File: src/assert_macros.svh
// assertion helpers for the rtl files, included by ossw_dp.sv
`ifndef ASSERT_MACROS_SVH
`define ASSERT_MACROS_SVH

`ifndef SYNTHESIS

// property checked at every rising edge outside reset
`define ASSERT_PROP(label, clk, rst, prop, msg) \
  label: assert property (@(posedge clk) disable iff (rst) (prop)) else $error(msg);

// condition that must never be seen outside reset
`define ASSERT_NEVER(label, clk, rst, cond, msg) \
  label: assert property (@(posedge clk) disable iff (rst) !(cond)) else $error(msg);

`else

`define ASSERT_PROP(label, clk, rst, prop, msg)
`define ASSERT_NEVER(label, clk, rst, cond, msg)

`endif

`endif

File: src/ossw_pkg.sv
`default_nettype none

package ossw_pkg;

  // field widths
  localparam int CMD_W     = 3;
  localparam int SEQ_W     = 32;
  localparam int TAG_W     = 16;
  localparam int HANDLE_W  = 32;
  localparam int MSG_VER_W = 32;
  localparam int VER_W     = 31;
  localparam int KIND_W    = 2;
  localparam int STATUS_W  = 4;
  localparam int QDEPTH_W  = 5;

  // configuration port
  localparam int CFG_INDEX_W = 1;
  localparam int CFG_DATA_W  = 16;
  localparam logic [CFG_INDEX_W-1:0] CFG_SENDER_PRESENT = 1'd0;
  localparam logic [CFG_INDEX_W-1:0] CFG_INITIAL_TAG    = 1'd1;

  // reset values
  localparam logic [TAG_W-1:0] INITIAL_TAG_RESET = 16'd1;
  localparam logic [SEQ_W-1:0] FIRST_SEQUENCE    = 32'd1;

  // message commands
  typedef enum logic [CMD_W-1:0] {
    CMD_QUEUE_OP    = 3'd0,
    CMD_DOC_STATE   = 3'd1,
    CMD_WELCOME     = 3'd2,
    CMD_ACK         = 3'd3,
    CMD_REMOTE_OP   = 3'd4,
    CMD_RESYNC      = 3'd5,
    CMD_SAVE_QUEUED = 3'd6,
    CMD_ERROR       = 3'd7
  } command_t;

  // outgoing message kinds
  localparam logic [KIND_W-1:0] SEND_NONE    = 2'd0;
  localparam logic [KIND_W-1:0] SEND_OP      = 2'd1;
  localparam logic [KIND_W-1:0] SEND_REQ_DOC = 2'd2;

  // status codes
  localparam logic [STATUS_W-1:0] ST_SYNCED         = 4'd0;
  localparam logic [STATUS_W-1:0] ST_CONNECTED      = 4'd1;
  localparam logic [STATUS_W-1:0] ST_QUEUED         = 4'd2;
  localparam logic [STATUS_W-1:0] ST_QUEUE_FULL     = 4'd3;
  localparam logic [STATUS_W-1:0] ST_ACK_OK         = 4'd4;
  localparam logic [STATUS_W-1:0] ST_ACK_STALE      = 4'd5;
  localparam logic [STATUS_W-1:0] ST_REMOTE_APPLIED = 4'd6;
  localparam logic [STATUS_W-1:0] ST_REMOTE_IGNORED = 4'd7;
  localparam logic [STATUS_W-1:0] ST_GAP_REQ_DOC    = 4'd8;
  localparam logic [STATUS_W-1:0] ST_RESYNC         = 4'd9;
  localparam logic [STATUS_W-1:0] ST_SAVE_QUEUED    = 4'd10;
  localparam logic [STATUS_W-1:0] ST_ERROR          = 4'd11;

  // controller to datapath
  typedef struct packed {
    logic capture;
    logic exec;
    logic read;
    logic send;
    logic load;
  } ctrl_cmd_t;

  // datapath to controller
  typedef struct packed {
    logic pump_go;
    logic out_free;
  } dp_status_t;

endpackage

`default_nettype wire

File: src/ossw_in_if.sv
`default_nettype none

interface ossw_in_if import ossw_pkg::*; ();
  logic                        valid;
  logic                        ready;
  logic [CMD_W-1:0]            command;
  logic [HANDLE_W-1:0]         op_payload;
  logic signed [MSG_VER_W-1:0] msg_version;
  logic                        msg_has_op;
  logic [SEQ_W-1:0]            ack_op_number;
  logic [TAG_W-1:0]            msg_client_tag;

  modport source (
    output valid, command, op_payload, msg_version, msg_has_op, ack_op_number,
           msg_client_tag,
    input  ready
  );

  modport sink (
    input  valid, command, op_payload, msg_version, msg_has_op, ack_op_number,
           msg_client_tag,
    output ready
  );
endinterface

`default_nettype wire

File: src/ossw_out_if.sv
`default_nettype none

interface ossw_out_if import ossw_pkg::*; ();
  logic                valid;
  logic                ready;
  logic [KIND_W-1:0]   send_kind;
  logic [SEQ_W-1:0]    send_op_number;
  logic [TAG_W-1:0]    send_client_tag;
  logic [VER_W-1:0]    send_base_version;
  logic [HANDLE_W-1:0] send_payload;
  logic [SEQ_W-1:0]    assigned_op_number;
  logic [STATUS_W-1:0] status_code;
  logic [VER_W-1:0]    current_version;
  logic [QDEPTH_W-1:0] queue_depth;
  logic                inflight_flag;

  modport source (
    output valid, send_kind, send_op_number, send_client_tag, send_base_version,
           send_payload, assigned_op_number, status_code, current_version,
           queue_depth, inflight_flag,
    input  ready
  );

  modport sink (
    input  valid, send_kind, send_op_number, send_client_tag, send_base_version,
           send_payload, assigned_op_number, status_code, current_version,
           queue_depth, inflight_flag,
    output ready
  );
endinterface

`default_nettype wire

File: src/op_sync_client_stop_and_wait_core.sv
`default_nettype none

// Client end of a stop-and-wait edit-sync protocol. Each message beat on req is
// handled one at a time and gives exactly one result beat on rsp. A message
// passes through capture, execute and the load of the result register; when a
// queued op goes out, a read of it from the pending ring at its head and its
// commit as the in-flight op come between execute and load. A result waiting on
// rsp holds the following message at its last step. The pending ring has
// QUEUE_DEPTH entries; a local op that finds it full is dropped and reported.
// The ring needs no clearing after reset: only written entries are ever read.
// Write the configuration only while no message is in progress.
module op_sync_client_stop_and_wait_core import ossw_pkg::*; #(
  parameter int QUEUE_DEPTH = 16
) (
  input  logic                   clk,
  input  logic                   rst,
  input  logic                   cfg_we,
  input  logic [CFG_INDEX_W-1:0] cfg_index,
  input  logic [CFG_DATA_W-1:0]  cfg_data,
  ossw_in_if.sink                req,
  ossw_out_if.source             rsp
);

  ctrl_cmd_t  cmd;
  dp_status_t st;

  // sequencer
  ossw_ctrl u_ctrl (
    .clk      (clk),
    .rst      (rst),
    .in_valid (req.valid),
    .in_ready (req.ready),
    .st       (st),
    .cmd      (cmd)
  );

  // protocol state, ring and result register
  ossw_dp #(
    .QUEUE_DEPTH (QUEUE_DEPTH)
  ) u_dp (
    .clk                (clk),
    .rst                (rst),
    .cmd                (cmd),
    .st                 (st),
    .cfg_we             (cfg_we),
    .cfg_index          (cfg_index),
    .cfg_data           (cfg_data),
    .command            (req.command),
    .op_payload         (req.op_payload),
    .msg_version        (req.msg_version),
    .msg_has_op         (req.msg_has_op),
    .ack_op_number      (req.ack_op_number),
    .msg_client_tag     (req.msg_client_tag),
    .rsp_valid          (rsp.valid),
    .rsp_ready          (rsp.ready),
    .send_kind          (rsp.send_kind),
    .send_op_number     (rsp.send_op_number),
    .send_client_tag    (rsp.send_client_tag),
    .send_base_version  (rsp.send_base_version),
    .send_payload       (rsp.send_payload),
    .assigned_op_number (rsp.assigned_op_number),
    .status_code        (rsp.status_code),
    .current_version    (rsp.current_version),
    .queue_depth        (rsp.queue_depth),
    .inflight_flag      (rsp.inflight_flag)
  );

endmodule

`default_nettype wire

File: src/ossw_ctrl.sv
`default_nettype none

module ossw_ctrl import ossw_pkg::*; (
  input  logic       clk,
  input  logic       rst,
  input  logic       in_valid,
  output logic       in_ready,
  input  dp_status_t st,
  output ctrl_cmd_t  cmd
);

  typedef enum logic [2:0] {
    S_IDLE,
    S_EXEC,
    S_READ,
    S_SEND,
    S_DONE
  } state_t;

  state_t state;

  // one message at a time, taken only while idle
  assign in_ready = (state == S_IDLE);

  // command decode
  always_comb begin
    cmd         = '0;
    cmd.capture = (state == S_IDLE) && in_valid;
    cmd.exec    = (state == S_EXEC);
    cmd.read    = (state == S_READ);
    cmd.send    = (state == S_SEND);
    cmd.load    = (state == S_DONE) && st.out_free;
  end

  // sequencer
  always_ff @(posedge clk) begin
    if (rst) begin
      state <= S_IDLE;
    end else begin
      unique case (state)
        S_IDLE: begin
          if (in_valid) state <= S_EXEC;
        end
        S_EXEC: begin
          state <= st.pump_go ? S_READ : S_DONE;
        end
        S_READ: begin
          state <= S_SEND;
        end
        S_SEND: begin
          state <= S_DONE;
        end
        S_DONE: begin
          if (st.out_free) state <= S_IDLE;
        end
      endcase
    end
  end

endmodule

`default_nettype wire

File: src/ossw_dp.sv
`default_nettype none
`include "assert_macros.svh"

module ossw_dp import ossw_pkg::*; #(
  parameter int QUEUE_DEPTH = 16
) (
  input  logic                        clk,
  input  logic                        rst,
  input  ctrl_cmd_t                   cmd,
  output dp_status_t                  st,
  // configuration
  input  logic                        cfg_we,
  input  logic [CFG_INDEX_W-1:0]      cfg_index,
  input  logic [CFG_DATA_W-1:0]       cfg_data,
  // message fields
  input  logic [CMD_W-1:0]            command,
  input  logic [HANDLE_W-1:0]         op_payload,
  input  logic signed [MSG_VER_W-1:0] msg_version,
  input  logic                        msg_has_op,
  input  logic [SEQ_W-1:0]            ack_op_number,
  input  logic [TAG_W-1:0]            msg_client_tag,
  // result register
  output logic                        rsp_valid,
  input  logic                        rsp_ready,
  output logic [KIND_W-1:0]           send_kind,
  output logic [SEQ_W-1:0]            send_op_number,
  output logic [TAG_W-1:0]            send_client_tag,
  output logic [VER_W-1:0]            send_base_version,
  output logic [HANDLE_W-1:0]         send_payload,
  output logic [SEQ_W-1:0]            assigned_op_number,
  output logic [STATUS_W-1:0]         status_code,
  output logic [VER_W-1:0]            current_version,
  output logic [QDEPTH_W-1:0]         queue_depth,
  output logic                        inflight_flag
);

  localparam int IDX_W = $clog2(QUEUE_DEPTH);
  localparam int CNT_W = $clog2(QUEUE_DEPTH + 1);
  localparam logic [CNT_W-1:0] DEPTH_CNT = CNT_W'(QUEUE_DEPTH);
  localparam logic [CNT_W:0]   DEPTH_SUM = (CNT_W + 1)'(QUEUE_DEPTH);
  localparam logic [IDX_W-1:0] LAST_IDX  = IDX_W'(QUEUE_DEPTH - 1);

  typedef struct packed {
    logic [SEQ_W-1:0]    number;
    logic [TAG_W-1:0]    tag;
    logic [HANDLE_W-1:0] handle;
  } entry_t;

  // protocol state
  logic             sender_present;
  logic [VER_W-1:0] doc_version;
  logic [SEQ_W-1:0] next_sequence;
  logic [TAG_W-1:0] active_tag;
  logic [IDX_W-1:0] ring_head;
  logic [CNT_W-1:0] ring_count;
  logic             flight_valid;
  logic [SEQ_W-1:0] flight_number;
  logic [TAG_W-1:0] flight_tag;

  // pending op ring
  entry_t ring_mem [QUEUE_DEPTH];
  entry_t rd_entry;

  // captured message
  command_t                    c_cmd;
  logic [HANDLE_W-1:0]         c_payload;
  logic signed [MSG_VER_W-1:0] c_ver;
  logic                        c_has_op;
  logic [SEQ_W-1:0]            c_ack;
  logic [TAG_W-1:0]            c_tag;

  // result under construction
  logic [KIND_W-1:0]   res_kind;
  logic [SEQ_W-1:0]    res_number;
  logic [TAG_W-1:0]    res_tag;
  logic [VER_W-1:0]    res_base;
  logic [HANDLE_W-1:0] res_payload;
  logic [SEQ_W-1:0]    res_assigned;
  logic [STATUS_W-1:0] res_status;

  // execute step results
  logic [VER_W-1:0]    doc_version_next;
  logic [SEQ_W-1:0]    next_sequence_next;
  logic [TAG_W-1:0]    active_tag_next;
  logic [CNT_W-1:0]    ring_count_next;
  logic                flight_valid_next;
  logic                wr_en;
  logic                pump_ok;
  logic [KIND_W-1:0]   kind_v;
  logic [SEQ_W-1:0]    assigned_v;
  logic [STATUS_W-1:0] status_v;

  logic [CNT_W:0]            tail_sum;
  logic [IDX_W-1:0]          ring_tail;
  logic [IDX_W-1:0]          head_next;
  logic signed [MSG_VER_W:0] ver_ext;
  logic signed [MSG_VER_W:0] doc_ext;
  logic signed [MSG_VER_W:0] doc_inc;
  logic                      ring_full;
  logic                      ack_match;
  logic [31:0]               count_wide;

  // ring addressing
  always_comb begin
    tail_sum  = (CNT_W + 1)'(ring_head) + (CNT_W + 1)'(ring_count);
    ring_tail = (tail_sum >= DEPTH_SUM) ? IDX_W'(tail_sum - DEPTH_SUM) : IDX_W'(tail_sum);
    head_next = (ring_head == LAST_IDX) ? '0 : ring_head + 1'b1;
    ring_full = (ring_count == DEPTH_CNT);
  end

  // version compares on a sign-extended common width
  always_comb begin
    ver_ext   = {c_ver[MSG_VER_W-1], c_ver};
    doc_ext   = $signed({2'b00, doc_version});
    doc_inc   = doc_ext + 33'sd1;
    ack_match = flight_valid && (flight_tag == c_tag) && (flight_number == c_ack);
  end

  // message handling
  always_comb begin
    doc_version_next   = doc_version;
    next_sequence_next = next_sequence;
    active_tag_next    = active_tag;
    ring_count_next    = ring_count;
    flight_valid_next  = flight_valid;
    wr_en              = 1'b0;
    pump_ok            = 1'b0;
    kind_v             = SEND_NONE;
    assigned_v         = '0;
    status_v           = ST_SYNCED;
    unique case (c_cmd)
      CMD_QUEUE_OP: begin
        if (ring_full) begin
          status_v = ST_QUEUE_FULL;
        end else begin
          wr_en              = 1'b1;
          assigned_v         = next_sequence;
          next_sequence_next = next_sequence + 1'b1;
          ring_count_next    = ring_count + 1'b1;
          status_v           = ST_QUEUED;
          pump_ok            = 1'b1;
        end
      end
      CMD_DOC_STATE: begin
        doc_version_next  = c_ver[MSG_VER_W-1] ? '0 : c_ver[VER_W-1:0];
        flight_valid_next = 1'b0;
        status_v          = ST_SYNCED;
        pump_ok           = 1'b1;
      end
      CMD_WELCOME: begin
        if (c_tag != '0) active_tag_next = c_tag;
        status_v = ST_CONNECTED;
      end
      CMD_ACK: begin
        if (!ack_match) begin
          status_v = ST_ACK_STALE;
        end else begin
          if (c_has_op && !c_ver[MSG_VER_W-1]) doc_version_next = c_ver[VER_W-1:0];
          flight_valid_next = 1'b0;
          status_v          = ST_ACK_OK;
          pump_ok           = 1'b1;
        end
      end
      CMD_REMOTE_OP: begin
        if (ver_ext <= doc_ext) begin
          status_v = ST_REMOTE_IGNORED;
        end else if (ver_ext != doc_inc) begin
          status_v = ST_GAP_REQ_DOC;
          if (sender_present) kind_v = SEND_REQ_DOC;
        end else begin
          if (c_has_op) doc_version_next = c_ver[VER_W-1:0];
          status_v = ST_REMOTE_APPLIED;
        end
      end
      CMD_RESYNC: begin
        flight_valid_next = 1'b0;
        status_v          = ST_RESYNC;
        if (sender_present) kind_v = SEND_REQ_DOC;
      end
      CMD_SAVE_QUEUED: begin
        status_v = ST_SAVE_QUEUED;
      end
      CMD_ERROR: begin
        status_v = ST_ERROR;
      end
    endcase
  end

  // status to controller
  always_comb begin
    st.pump_go  = pump_ok && !flight_valid_next && (ring_count_next != '0) && sender_present;
    st.out_free = !rsp_valid || rsp_ready;
  end

  // capture the accepted beat
  always_ff @(posedge clk) begin
    if (cmd.capture) begin
      c_cmd     <= command_t'(command);
      c_payload <= op_payload;
      c_ver     <= msg_version;
      c_has_op  <= msg_has_op;
      c_ack     <= ack_op_number;
      c_tag     <= msg_client_tag;
    end
  end

  // ring write at tail, registered read at head
  always_ff @(posedge clk) begin
    if (cmd.exec && wr_en) begin
      ring_mem[ring_tail] <= '{number: next_sequence, tag: active_tag, handle: c_payload};
    end
    if (cmd.read) rd_entry <= ring_mem[ring_head];
  end

  // protocol state and configuration
  always_ff @(posedge clk) begin
    if (rst) begin
      sender_present <= 1'b1;
      doc_version    <= '0;
      next_sequence  <= FIRST_SEQUENCE;
      active_tag     <= INITIAL_TAG_RESET;
      ring_head      <= '0;
      ring_count     <= '0;
      flight_valid   <= 1'b0;
      flight_number  <= '0;
      flight_tag     <= '0;
    end else begin
      if (cfg_we) begin
        unique case (cfg_index)
          CFG_SENDER_PRESENT: sender_present <= cfg_data[0];
          CFG_INITIAL_TAG:    active_tag     <= cfg_data;
        endcase
      end
      if (cmd.exec) begin
        doc_version   <= doc_version_next;
        next_sequence <= next_sequence_next;
        active_tag    <= active_tag_next;
        ring_count    <= ring_count_next;
        flight_valid  <= flight_valid_next;
      end
      if (cmd.send) begin
        flight_valid  <= 1'b1;
        flight_number <= rd_entry.number;
        flight_tag    <= rd_entry.tag;
        ring_head     <= head_next;
        ring_count    <= ring_count - 1'b1;
      end
    end
  end

  // result assembly
  always_ff @(posedge clk) begin
    if (cmd.exec) begin
      res_kind     <= kind_v;
      res_number   <= '0;
      res_tag      <= '0;
      res_base     <= '0;
      res_payload  <= '0;
      res_assigned <= assigned_v;
      res_status   <= status_v;
    end
    if (cmd.send) begin
      res_kind    <= SEND_OP;
      res_number  <= rd_entry.number;
      res_tag     <= rd_entry.tag;
      res_base    <= doc_version;
      res_payload <= rd_entry.handle;
    end
  end

  assign count_wide = 32'(ring_count);

  // output register
  always_ff @(posedge clk) begin
    if (rst) begin
      rsp_valid <= 1'b0;
    end else if (cmd.load) begin
      rsp_valid <= 1'b1;
    end else if (rsp_ready) begin
      rsp_valid <= 1'b0;
    end
  end

  always_ff @(posedge clk) begin
    if (cmd.load) begin
      send_kind          <= res_kind;
      send_op_number     <= res_number;
      send_client_tag    <= res_tag;
      send_base_version  <= res_base;
      send_payload       <= res_payload;
      assigned_op_number <= res_assigned;
      status_code        <= res_status;
      current_version    <= doc_version;
      queue_depth        <= count_wide[QDEPTH_W-1:0];
      inflight_flag      <= flight_valid;
    end
  end

  // checks
  `ASSERT_PROP(a_count_bound, clk, rst, ring_count <= DEPTH_CNT, "ring count above depth")
  `ASSERT_NEVER(a_send_empty, clk, rst, cmd.send && (ring_count == '0), "send from empty ring")
  `ASSERT_PROP(a_send_flight, clk, rst, cmd.send |=> flight_valid, "sent op not in flight")
  `ASSERT_NEVER(a_load_busy, clk, rst, cmd.load && rsp_valid && !rsp_ready, "result overwritten")

endmodule

`default_nettype wire

File: src/flat_wrapper.sv
// flat-port wrapper written by rule: the top's interface ports become plain ports
module op_sync_client_stop_and_wait_core_flat import ossw_pkg::*;
#(
  parameter int QUEUE_DEPTH = 16
)
  (clk, rst, cfg_we, cfg_index, cfg_data, req_valid, req_command, req_op_payload, req_msg_version, req_msg_has_op, req_ack_op_number, req_msg_client_tag, req_ready, rsp_valid, rsp_send_kind, rsp_send_op_number, rsp_send_client_tag, rsp_send_base_version, rsp_send_payload, rsp_assigned_op_number, rsp_status_code, rsp_current_version, rsp_queue_depth, rsp_inflight_flag, rsp_ready);
  ossw_in_if req_i ();
  ossw_out_if rsp_i ();
  input  logic clk;
  input  logic rst;
  input  logic cfg_we;
  input  logic [CFG_INDEX_W-1:0] cfg_index;
  input  logic [CFG_DATA_W-1:0] cfg_data;
  input wire logic [$bits(req_i.valid)-1:0] req_valid;
  input wire logic [$bits(req_i.command)-1:0] req_command;
  input wire logic [$bits(req_i.op_payload)-1:0] req_op_payload;
  input wire logic [$bits(req_i.msg_version)-1:0] req_msg_version;
  input wire logic [$bits(req_i.msg_has_op)-1:0] req_msg_has_op;
  input wire logic [$bits(req_i.ack_op_number)-1:0] req_ack_op_number;
  input wire logic [$bits(req_i.msg_client_tag)-1:0] req_msg_client_tag;
  output wire logic [$bits(req_i.ready)-1:0] req_ready;
  output wire logic [$bits(rsp_i.valid)-1:0] rsp_valid;
  output wire logic [$bits(rsp_i.send_kind)-1:0] rsp_send_kind;
  output wire logic [$bits(rsp_i.send_op_number)-1:0] rsp_send_op_number;
  output wire logic [$bits(rsp_i.send_client_tag)-1:0] rsp_send_client_tag;
  output wire logic [$bits(rsp_i.send_base_version)-1:0] rsp_send_base_version;
  output wire logic [$bits(rsp_i.send_payload)-1:0] rsp_send_payload;
  output wire logic [$bits(rsp_i.assigned_op_number)-1:0] rsp_assigned_op_number;
  output wire logic [$bits(rsp_i.status_code)-1:0] rsp_status_code;
  output wire logic [$bits(rsp_i.current_version)-1:0] rsp_current_version;
  output wire logic [$bits(rsp_i.queue_depth)-1:0] rsp_queue_depth;
  output wire logic [$bits(rsp_i.inflight_flag)-1:0] rsp_inflight_flag;
  input wire logic [$bits(rsp_i.ready)-1:0] rsp_ready;
  assign req_i.valid = req_valid;
  assign req_i.command = req_command;
  assign req_i.op_payload = req_op_payload;
  assign req_i.msg_version = req_msg_version;
  assign req_i.msg_has_op = req_msg_has_op;
  assign req_i.ack_op_number = req_ack_op_number;
  assign req_i.msg_client_tag = req_msg_client_tag;
  assign req_ready = req_i.ready;
  assign rsp_valid = rsp_i.valid;
  assign rsp_send_kind = rsp_i.send_kind;
  assign rsp_send_op_number = rsp_i.send_op_number;
  assign rsp_send_client_tag = rsp_i.send_client_tag;
  assign rsp_send_base_version = rsp_i.send_base_version;
  assign rsp_send_payload = rsp_i.send_payload;
  assign rsp_assigned_op_number = rsp_i.assigned_op_number;
  assign rsp_status_code = rsp_i.status_code;
  assign rsp_current_version = rsp_i.current_version;
  assign rsp_queue_depth = rsp_i.queue_depth;
  assign rsp_inflight_flag = rsp_i.inflight_flag;
  assign rsp_i.ready = rsp_ready;
  op_sync_client_stop_and_wait_core #(.QUEUE_DEPTH(QUEUE_DEPTH)) u_core (.clk(clk), .rst(rst), .cfg_we(cfg_we), .cfg_index(cfg_index), .cfg_data(cfg_data), .req(req_i), .rsp(rsp_i));
endmodule
File: config.mk
export PLATFORM = sky130hd
export DESIGN_NAME = op_sync_client_stop_and_wait_core_flat
export DESIGN_NICKNAME = d
export VERILOG_FILES = /design/src/ossw_pkg.sv /design/src/ossw_in_if.sv /design/src/ossw_out_if.sv /design/src/op_sync_client_stop_and_wait_core.sv /design/src/ossw_ctrl.sv /design/src/ossw_dp.sv /design/src/flat_wrapper.sv
export VERILOG_INCLUDE_DIRS = /design/src /design/src/src
export SDC_FILE = /design/constraint.sdc
export NUM_CORES = 2
export LEC_CHECK = 0
export ABC_AREA = 1
export BUFFER_PORTS_ARGS = -buffer_cell sky130_fd_sc_hd__clkbuf_2
export CAP_MARGIN = 20
export CORE_MARGIN = 10
export CORE_UTILIZATION = 61
export DETAILED_ROUTE_END_ITERATION = 6
export PLACE_DENSITY_LB_ADDON = 0.3
export SETUP_SLACK_MARGIN = 0.4
export SLEW_MARGIN = 20
export SYNTH_ARGS = -nofsm -noshare
export SYNTH_HDL_FRONTEND = slang
export SYNTH_SLANG_ARGS = --single-unit
File: constraint.sdc
create_clock -name clk -period 14.16 [get_ports clk]
set_input_delay 2.124 -clock clk [delete_from_list [all_inputs] [get_ports clk]]
set_output_delay 2.124 -clock clk [all_outputs]
set_load 0.02 [all_outputs]
* After elaboration in Yosys (flattened, before gate mapping)
Memories as Yosys holds them, arrays and structs flattened. A register that Yosys moved wholly into a read port is not among the register bits.
Index checks and enable logic that the tools add are counted.
** Word-level totals
- Memory bits (writable) :: 1280
- Output and inout bits :: 188
- Memories kept :: 1
- Flip-flop bits (word level) :: 593
- Input port bits :: 138
- Logic and storage cells :: 151
** Memory list
- u_core.u_dp.ring_mem :: words 16, width 80, read ports 1, clocked after memory_dff 1, write ports 1, line ossw_dp.sv:61 : entry_t ring_mem [QUEUE_DEPTH];
** Cells by class
- Equal/unequal tests :: 25
- Multiplexer cells :: 50
- Bitwise gates (word level) :: 3
- Reduce and logical (&&, ||, !) cells :: 29
- Magnitude comparators :: 2
- Add/subtract/negate cells :: 7
** Operators by type and width (number)
- 2-to-1 mux 31 bit :: 8
- 2-to-1 mux 16 bit :: 7
- 2-to-1 mux 32 bit :: 3
- case mux 31 bit (3 select lines) :: 1
- inequality test 32 x 33 -> 1 bit :: 1
- adder 31 x 1 -> 32 bit (second input constant) :: 1
- adder 32 x 1 -> 32 bit (second input constant) :: 1
- equality test 32 bit :: 1
- <= comparator 32 bit :: 1
- case mux 4 bit (8 select lines) :: 1
- 2-to-1 mux 5 bit :: 4
- equality test 16 bit :: 1
- 2-to-1 mux 4 bit :: 4
- nonzero test 16 bit :: 1
- equality test 3 bit (second input constant) :: 5
- case mux 3 bit (5 select lines) :: 1
- inequality test 2 bit (second input constant) :: 7
- equality test 3 x 2 -> 1 bit (second input constant) :: 4
- 2-to-1 mux 1 bit :: 12
- logical AND 1 bit :: 9
- 2-to-1 mux 3 bit :: 3
- nonzero test 2 bit :: 4
- AND reduction 7 bit :: 1
- adder 4 x 5 -> 6 bit :: 1
- 23 further kinds :: 34

* Logic depth before layout (Yosys ltp)
- Word-level depth :: 11
- Mapped depth :: 19
- Gate-level depth less buffers :: 18

* Modules after synthesis
From an unflattened synthesis, not the netlist that was laid out.
** Unflattened totals
- Cell total of the unflattened synthesis :: 5636
- Area total of the unflattened synthesis :: 75529.9 sq um
** Modules (own cells, without submodules)
- ossw_dp :: area each 75353.5 sq um, times used 1, sequential area each 57144.8 sq um, cells an instance 5607
- ossw_ctrl :: area each 176.4 sq um, times used 1, sequential area each 60.1 sq um, cells an instance 29

* Worst setup path after synthesis
OpenSTA, ideal clock, no wires.
- Path kind :: input to register
- Start :: input port req_valid
- End :: register u_core.u_dp.c_ack[0] (enable)
- Slack :: 3.472 ns
- Setup time :: 0.733 ns
- Arrival :: 9.955 ns
- Cell stages on the path :: 2
- Required time :: 13.427 ns
- Buffers on the path :: 0
- Cells stage by stage :: inv_1 nor3_1
** RTL lines
- start: declaration :: line flat_wrapper.sv:14 : input wire logic [$bits(req_i.valid)-1:0] req_valid;
- end signal: assignment :: line ossw_dp.sv:202 : c_ack <= ack_op_number;
- end: declaration :: line ossw_dp.sv:69 : logic [SEQ_W-1:0] c_ack;

* Worst setup path in the final report
- Start :: register u_core.u_dp.ring_count[0]
- End :: memory u_core.u_dp.ring_mem[3][7] (netlist bit) (enable)
** On the way
- Cells in the longest elaborated chain, start to end :: 6
- Elaborated cells between the ends (all ways) :: 10
- Classes of those cells :: add/sub: 2; order compare: 1; eq/ne: 1; mux: 5; reduce/logical: 1
** Ends and longest elaborated chain
- start: declaration :: line ossw_dp.sv:55 : logic [CNT_W-1:0] ring_count;
- start signal: assignment :: line ossw_dp.sv:238 : ring_count <= ring_count_next;
- start signal: assignment :: line ossw_dp.sv:246 : ring_count <= ring_count - 1'b1;
- parallel branches: the longest is 6 deep, another holds adder 4 x 5 -> 6 bit
- end: declaration :: line ossw_dp.sv:61
Several ways; the timed one is not identified.

==> impl_metrics.json <==
{
  "instances_no_fill": 7723,
  "async_flop_share_pct": 0,
  "crit_chain": "inv_1 -> ha_1 -> nand4_1 -> nand2_2 -> nor2_4 -> nand3_1 -> nor2_4 -> buf_4 -> buf_4",
  "slew_headroom_pct": 22.7,
  "busiest_layer": "met2",
  "core-area_um2": 122000,
  "dieHeight_um": 370,
  "synth_top_area_cell": "edfxtp_1",
  "ys_warn_count": 0,
  "cap_violations": 0,
  "die_w_um": 370,
  "ios": 326,
  "hold_class": "register to register",
  "drv_slew": 0,
  "synth_seq_cells": 1953,
  "die_area_um2": 137000,
  "portBuffers": 325,
  "synth_common_cells": "1809 x edfxtp_1, 916 x nor2_1, 692 x o21ai_0",
  "cp-start-kind": "register",
  "clk_latency_ns": 0.82,
  "final-setup-viol-count": 0,
  "grt_first_pass_wirelength_mm": 283,
  "tns_ns": 0,
  "antenna_found_initial": 6,
  "p_leak_nw": 29.5,
  "skew_ns": 0.0279,
  "crit_slowest_cell": "buf_4",
  "start_util_pct": 61.5,
  "cts_buffers": 184,
  "synth_area_leaders": "edfxtp_1 73%, o21ai_0 4.6%, nor2_1 4.6%",
  "p_per_area_nw_per_um2": 139,
  "num_vias": 47800,
  "syn_avg_cell_area_um2": 13.2,
  "grt_usage_pct": 27.1,
  "grt_max_degree": 255,
  "h-tree-depth": 4,
  "ff2ff_setup_slack_ns": 9.35,
  "finalCritPeriodShare_pct": 34.0,
  "ir_worst_vdd_mv": 0.138,
  "grt_use_met3_pct": 6.05,
  "critPathTopFamily": "simple AND/OR/NAND/NOR gates",
  "max_clock_freq_mhz": 208,
  "hold_ws_ns": 0.415,
  "path_class": "register to register",
  "avgViaCountPerCell": 6.19,
  "end_kind": "register",
  "syn-num-nets": 5868,
  "drive_gt1_share_pct": 11.5,
  "cts-root-buf": "clkbuf_16",
  "hold_viol": 0,
  "cts_num_sinks": 1953,
  "gp_congestion": 0.878,
  "tightest_slew_ns": 1.16,
  "synth_top_area_share_pct": 72.5,
  "finalNetCount": 6124,
  "tritoncts": "built",
  "hpwl_mm": 108,
  "synth-edff-count": 1809,
  "yosysUniqueCellTypes": 46,
  "clk_path_buf_depth": 3,
  "first_pass_iters": 6,
  "crit_buf_inv": 3,
  "post_cts_buffers": 0,
  "fp-row-count": 128,
  "post_cts_resized": 0,
  "fillCellCount": 8070,
  "rsz0062_at_grt": "no",
  "ys_seq_area_share_pct": 76.4,
  "wl_per_cell_um": 24.6,
  "yosysMostFrequentCell": "edfxtp_1",
  "min_period_ns": 4.81,
  "cts_hold_buf": 0,
  "dp_cells": 7384,
  "use_met1_pct": 37.8,
  "ys.flop_type": "edfxtp_1",
  "path_max_fanout": 46,
  "antenna_left": 0,
  "synth_cells": 5690,
  "overflow": 0,
  "arrival_ns": 5.24,
  "drt_iter0_drc": 6989,
  "syn-cell-area_um2": 74900,
  "area_growth_pct": 12.0,
  "cp.required_ns": 14.59,
  "wl_mm": 190,
  "path_clk_slew_ns": 0.06,
  "met2_usage_pct": 42.2,
  "drc": 0,
  "outcome": "completed",
  "grt_pass1_vias": 46200,
  "cp_slowest_stage_delay_ns": 0.78
}
## cells by family (layout without fill, tap and decap cells)
kind of cell / after synthesis / in the layout / synth area share, %
AND/OR/NAND/NOR: 1865 / 1865 / 10.2
flip-flops: 1953 / 1953 / 76.4
other: 0 / 3 / 0
AO/OA/AOI/OAI: 1178 / 1178 / 9.03
buffers and inverters: 589 / 994 / 2.99
XOR/XNOR: 65 / 65 / 0.778
adder cells (fa/ha/maj): 40 / 40 / 0.678
## layer usage
layer	part of all wire [%]	wire [um]
met1	39	73400
met2	47	88900
met3	12	21900
met4	2.9	5550
met5	0	0
## sequential cells by signal, summed over array words and instances, names as in the netlist, 32 cells and up
| register | flops |
|---|---|
| u_core.u_dp.flight_number | 32 |
| u_core.u_dp.rd_entry | 80 |
| u_core.u_dp.assigned_op_number | 32 |
| u_core.u_dp.send_op_number | 32 |
| u_core.u_dp.c_payload | 32 |
| u_core.u_dp.send_payload | 32 |
| u_core.u_dp.res_payload | 32 |
| u_core.u_dp.res_assigned | 32 |
| u_core.u_dp.c_ack | 32 |
| u_core.u_dp.c_ver | 32 |
| u_core.u_dp.next_sequence | 32 |
| u_core.u_dp.ring_mem | 1280 |
| u_core.u_dp.res_number | 32 |
## placed cells by master (no fill, tap or decap), types with 4 or more instances in the layout
master / synthesis / layout
buf_4: 0 / 46
nor4_1: 13 / 13
buf_12: 0 / 8
dfxtp_1: 144 / 141
inv_6: 0 / 9
clkbuf_2: 0 / 324
ha_1: 39 / 39
nand4_1: 26 / 26
nand2_1: 618 / 618
o21ai_0: 692 / 692
clkbuf_1: 287 / 51
a21oi_1: 106 / 106
or2_2: 10 / 10
a311oi_1: 4 / 4
nor2_4: 10 / 30
inv_1: 271 / 266
xor2_1: 41 / 41
clkinv_1: 2 / 36
bufinv_16: 0 / 11
clkinv_2: 0 / 26
nor2_1: 916 / 897
clkbuf_8: 0 / 9
xnor2_1: 23 / 23
clkinvlp_4: 0 / 6
nand2_2: 7 / 7
clkbuf_16: 0 / 190
nand3_1: 213 / 213
nor3_1: 31 / 29
edfxtp_1: 1809 / 1809
and3_1: 4 / 4
a31oi_1: 15 / 15
inv_2: 7 / 6
o221ai_1: 134 / 134
o211ai_1: 29 / 29
o22ai_1: 189 / 189
## worst paths after layout
| path | start | to | depth (start not counted) |
|---|---|---|---|
| setup reg to reg | u_core.u_dp.ring_count[0] | u_core.u_dp.ring_mem[3][7] | 9 |
| hold / removal | u_core.u_dp.res_payload[13] | u_core.u_dp.send_payload[13] | 0 |
| setup / recovery | u_core.u_dp.ring_count[0] | u_core.u_dp.ring_mem[3][7] | 9 |
| hold reg to reg | u_core.u_dp.res_payload[13] | u_core.u_dp.send_payload[13] | 0 |
## final cells by class
cell class	instances	area, um2	area share [%]
Timing Repair Buffer	379	2140	2.55
Multi-Input combinational cell	3148	15600	18.6
Sequential cell	1953	57200	68.2
Inverter	280	1070	1.28
Tap cell	1625	2030	2.42
Antenna cell	3	7.51	0.00895
Clock inverter	85	729	0.870
Clock buffer	250	5070	6.04
## stage by stage
step	util [%]	setup slack [ns]	cell area (um2)	power [W]
2_1_floorplan	-	3.47	74900	0.00683
3_3_place_gp	64.0	9.52	78000	0.00698
3_5_place_dp	64.0	9.41	78100	0.00699
4_1_cts	68.8	9.35	83900	0.0117
5_1_grt	68.8	9.10	83900	0.0120
6_report	68.8	9.35	83900	0.0116
## report_power, final
part	leakage (nW)	internal [W]	total [W]	switching, W
clock	2.82	0.00270	0.00477	0.00207
combinational	8.57	0.0000898	0.000323	0.000233
sequential	18.1	0.00643	0.00655	0.000120
total	29.5	0.00923	0.0116	0.00242
No activity file was read; power rests on OpenSTA's default activity.
